## src/sv/tpgd_pkg.sv

```systemverilog
`timescale 1ns / 1ps

package tpgd_pkg;

    localparam int COORD_BITS = 12;
    localparam int SCALE_W    = 16;
    localparam int SPAN_W     = 24;
    localparam int DIST_W     = 59;
    localparam int OUT_SPAN_W = 16;
    localparam int FUNC_W     = 2;
    localparam int COUNT_W    = 4;
    localparam int CFG_ADDR_W = 3;
    localparam int CFG_DATA_W = 24;

    localparam int PROD_W  = COORD_BITS + SCALE_W;
    localparam int SQ_W    = 2 * PROD_W;
    localparam int SUM_W   = ((SQ_W > DIST_W) ? SQ_W : DIST_W) + 1;
    localparam int SPEXT_W = (PROD_W > SPAN_W) ? PROD_W : SPAN_W;

    localparam logic [FUNC_W-1:0] FUNC_START = 2'd0;
    localparam logic [FUNC_W-1:0] FUNC_CHECK = 2'd1;
    localparam logic [FUNC_W-1:0] FUNC_EVENT = 2'd2;

    localparam logic [CFG_ADDR_W-1:0] CFG_SCALE_X     = 3'd0;
    localparam logic [CFG_ADDR_W-1:0] CFG_SCALE_Y     = 3'd1;
    localparam logic [CFG_ADDR_W-1:0] CFG_INV_SCALE_X = 3'd2;
    localparam logic [CFG_ADDR_W-1:0] CFG_INV_SCALE_Y = 3'd3;
    localparam logic [CFG_ADDR_W-1:0] CFG_MOVE_THRESH = 3'd4;

    localparam logic [SCALE_W-1:0] SCALE_RESET  = 16'd256;
    localparam logic [SPAN_W-1:0]  THRESH_RESET = 24'd256;
    localparam logic [COUNT_W-1:0] MIN_FINGERS  = 4'd2;

    typedef struct packed {
        logic load;
        logic scale;
        logic square;
        logic finish;
    } t_dp_cmd;

endpackage

```

## src/sv/tpgd_ctrl.sv

```systemverilog
`timescale 1ns / 1ps

module tpgd_ctrl
    import tpgd_pkg::*;
(
    input  logic    i_clk,
    input  logic    i_rst_n,
    input  logic    i_in_valid,
    output logic    o_in_ready,
    output logic    o_out_valid,
    input  logic    i_out_ready,
    output t_dp_cmd o_cmd
);

    typedef enum logic [1:0] {
        ST_IDLE,
        ST_SCALE,
        ST_SQUARE,
        ST_FINISH
    } t_state;

    t_state r_state;
    logic   r_out_valid;
    logic   w_out_free;

    assign w_out_free   = !r_out_valid || i_out_ready;
    assign o_in_ready   = (r_state == ST_IDLE);
    assign o_out_valid  = r_out_valid;

    assign o_cmd.load   = (r_state == ST_IDLE) && i_in_valid;
    assign o_cmd.scale  = (r_state == ST_SCALE);
    assign o_cmd.square = (r_state == ST_SQUARE);
    assign o_cmd.finish = (r_state == ST_FINISH) && w_out_free;

    always_ff @(posedge i_clk) begin
        if (!i_rst_n) begin
            r_state     <= ST_IDLE;
            r_out_valid <= 1'b0;
        end else begin
            if (r_out_valid && i_out_ready) begin
                r_out_valid <= 1'b0;
            end
            case (r_state)
                ST_IDLE: begin
                    if (i_in_valid) begin
                        r_state <= ST_SCALE;
                    end
                end
                ST_SCALE: begin
                    r_state <= ST_SQUARE;
                end
                ST_SQUARE: begin
                    r_state <= ST_FINISH;
                end
                ST_FINISH: begin
                    if (w_out_free) begin
                        r_out_valid <= 1'b1;
                        r_state     <= ST_IDLE;
                    end
                end
                default: begin
                    r_state <= ST_IDLE;
                end
            endcase
        end
    end

`ifndef NO_ASSERTIONS
    a_accept_starts: assert property (@(posedge i_clk) disable iff (!i_rst_n)
        o_cmd.load |=> (r_state == ST_SCALE))
        else $error("accepted beat did not start the sequence");

    a_finish_shows: assert property (@(posedge i_clk) disable iff (!i_rst_n)
        o_cmd.finish |=> r_out_valid)
        else $error("finished beat not presented");

    a_no_overwrite: assert property (@(posedge i_clk) disable iff (!i_rst_n)
        !(o_cmd.finish && r_out_valid && !i_out_ready))
        else $error("pending result overwritten");

    a_finish_holds: assert property (@(posedge i_clk) disable iff (!i_rst_n)
        (r_state == ST_FINISH) && !w_out_free |=> (r_state == ST_FINISH))
        else $error("left finish with result blocked");
`endif

endmodule

```

## config.mk

```make
export PLATFORM = sky130hd
export DESIGN_NAME = tpgd_ctrl
export DESIGN_NICKNAME = d
export VERILOG_FILES = /design/src/sv/tpgd_pkg.sv /design/src/sv/tpgd_ctrl.sv
export SDC_FILE = /design/constraint.sdc
export NUM_CORES = 1
export LEC_CHECK = 0
export ABC_AREA = 1
export BUFFER_PORTS_ARGS = -buffer_cell sky130_fd_sc_hd__buf_2
export CAP_MARGIN = 20
export CORE_AREA = 2 2 39 41
export DETAILED_ROUTE_END_ITERATION = 8
export DIE_AREA = 0 0 41 43
export PLACE_DENSITY = 0.42
export SLEW_MARGIN = 20
export SYNTH_ARGS = -nofsm -noshare
export SYNTH_HDL_FRONTEND = slang
export SYNTH_SLANG_ARGS = --single-unit
```

## constraint.sdc

```tcl
create_clock -name i_clk -period 1.1 [get_ports i_clk]
set_clock_uncertainty 0.1 [all_clocks]
set_input_delay 0.22 -clock i_clk [delete_from_list [all_inputs] [get_ports i_clk]]
set_output_delay 0.22 -clock i_clk [all_outputs]
set_load 0.02 [all_outputs]
```

==> run summary <==
Setup TNS = -1.19 ns
Mapped Nets = 37
Final WS setup = -0.246 ns
normalized max-slew margin = 0.910
P&R area growth vs syn = 122%
Via density = 3.76
unique cell type count in the Yosys netlist = 10
CTS root buf = clkbuf_4
fin crit period = 1.35 ns
CP arrival = 1.03 ns
clock sink count = 3
fin nets = 56
Clk pwr share = 0.150
Ant. Diodes = 0
Synth Area per Inst = 7.16 sq um
Clock Latency Late Sink = 0.23 ns
Std-Cell Rows = 14
global route overflow = 0
Switch Pwr = 0.520 mW
Power Internal = 0.748 mW
multiplexer share of the synthesized area = 0
cell taking the most area after synthesis = dfxtp_1
failing checks = setup timing
Req. time, crit path = 0.78 ns
leakage power = 0.213 nW
fin util = 0.334
number of CTS-inserted buffers = 3
Routed WL = 499 um
Async S/R FF share, synth = 0
fmax = 743 MHz
Main synth FF type = dfxtp_1
Ys Warns = 0
RSZ-0062 raised after global routing = true
detailed-route via count = 237
Synth area leaders = dfxtp_1 (29%), ha_1 (24%), inv_1 (11%)
pwr/cell area = 2750 mW/mm^2
Net Sw Frac = 0.410
max capacitance violation total = 0
number of synthesized register bits = 3
hold wc startpoint = i_rst_n
Comb pwr share = 0.658
layout cells sized above 1 = 0.766
Die H = 43 um
Final Hold Vio Count = 0
Compound-Gate Fraction of Synth Area = 0.108
GRT Total Usage = 0.0781
H-tree level count = 1
reg2reg setup slack = -0.05 ns
vias in the first global route = 234
WL/cell = 7.92 um
crit path launch type = register
HP Class = in2reg
RePlAce Congestion = 0.583
clock buffer depth = 2
r2r worst-path depth = 7
Max Transition Viols Final = 0
Critical Path Max Stage Delay = 0.38 ns
Core Footprint = 0.00138 sq mm
Routed Antenna Nets = 0
critical path's slowest cell = dfxtp_4
EDFF count, synth = 0
Hold Path Cell Cnt = 3
CP Cell Sequence = inv_4, ha_4, nand2_2, inv_2, buf_6
Cells after Synth = 29
Seq/Total Area, Yosys = 0.289
Final Cycle Share = 1.22
first drt pass iteration count = 1
largest family of logic cells by synthesized area = adder cells
Hold Path Sink = r_state[1]
post-synthesis cell area = 208 sq um
status = complete, but fails checks
Max VDD drop = 0.745 mV
largest net degree at the start of global routing = 5
Remaining DRCs = 0
crit path max fanout = 4
Commonest cells post-synth = inv_1 (6), nand2_1 (6), ha_1 (4)
Port Buffers = 9
Synth Area in XOR/XNOR = 0
Die ar. = 0.00176 sq mm
worst r2r src = r_state[1]
Flop pwr share = 0.192
die width = 41 um
Setup-failing EPs final = 7
Worst Tran Pin Value = 0.133 ns
Reg-to-Reg End = r_state[1]
number of I/O pins = 10
Critical Path Sink Type = output pin
First DRT Iteration DRCs = 0
critical path class = reg2out
fin cells = 63
synthesized-area fraction occupied by adder cells = 0.241
CTS tree = done
Worst-path clk slew = 0.04 ns
post-synthesis simple-gate area fraction = 0.235
first-pass GRT wire length = 848 um
Synth top area share = 0.289
placed cells = 57
initial antenna violation count = 0
Starting Density = 0.150
## through the flow
stage	total power, mW	hold slack (ns)	instance area (sq um)	worst slack [ns]
6_report	1.27	0.130	462	-0.246
3_3_place_gp	0.723	0.387	314	-0.109
4_1_cts	1.18	0.129	430	-0.248
2_1_floorplan	0.572	0.241	226	-0.0264
3_5_place_dp	0.719	0.384	314	-0.107
5_1_grt	1.38	0.130	462	-0.299
## logic make-up after synthesis
group	count (synthesis)
adder cells (fa/ha/maj)	4
AO/OA/AOI/OAI	4
flip-flops	3
AND/OR/NAND/NOR	11
buffers and inverters	7
## sequential cells by signal, indices dropped and copies added, names as in the netlist
| signal | flops |
|---|---|
| r_state | 2 |
| o_out_valid | 1 |
## cell usage in the layout (no fill, tap or decap)
cell type,count
inv_1,2
a21boi_0,1
buf_2,3
ha_4,4
nor2_1,2
nand2_2,1
nand2_1,4
buf_4,6
inv_2,3
nand3_2,2
a21oi_1,1
inv_4,2
a21oi_2,2
clkbuf_4,3
buf_6,5
clkbuf_1,1
nand2_4,1
nor2_2,1
dfxtp_4,3
## cell type report
class | count | area (sq um)
clock buffers | 4 | 26.3
fillers | 156 | 922
inverters | 7 | 31.3
multi-input cells | 19 | 196
flip-flops and latches | 3 | 71.3
well taps | 16 | 20.0
repair buffers | 14 | 116
## worst max-delay path: cells and delay by family, from the launching register on
kind | cells | cell delay (ns)
flip-flops | 1 | 0.38
buffers and inverters | 3 | 0.19
adder cells (fa/ha/maj) | 1 | 0.16
AND/OR/NAND/NOR | 1 | 0.05
## power groups by stage
| stage | logic (mW) | clock network, mW | registers (mW) |
|---|---|---|---|
| final | 0.834 | 0.190 | 0.244 |
| after global routing | 0.907 | 0.222 | 0.253 |
| after CTS | 0.734 | 0.203 | 0.244 |
| after detailed placement | 0.526 | 0 | 0.193 |
| after global placement | 0.529 | 0 | 0.194 |
| after floorplan | 0.382 | 0 | 0.191 |
## how the worst max path moves through the flow
stage | from | end | slack, ns | cells after the start
floorplan | r_state[0] | o_cmd[0] | -0.03 | 3
global placement | r_state[0] | o_cmd[3] | -0.11 | 5
finish | r_state[1] | o_cmd[3] | -0.25 | 5
detailed placement | r_state[0] | o_cmd[3] | -0.11 | 5
CTS | r_state[1] | o_cmd[0] | -0.25 | 4
global route | r_state[1] | o_cmd[0] | -0.30 | 4
## timing repair
action	in CTS	in global routing
pin swaps	3	4
hold buffers	0	0
buffers inserted	1	1
gates resized for setup	26	7
endpoints found under the setup margin	8	8
hold endpoints to repair	0	0
## per-layer routing
metal / GRT usage / up-vias / wire [um]
li1: - / 124 / -
met1: 0.0796 / 109 / 225
met2: 0.100 / 4 / 249
met3: 0.0471 / 0 / 23
met4: 0.0800 / 0 / 0
met5: 0 / - / 0
Power figures use the tool's default switching activity.
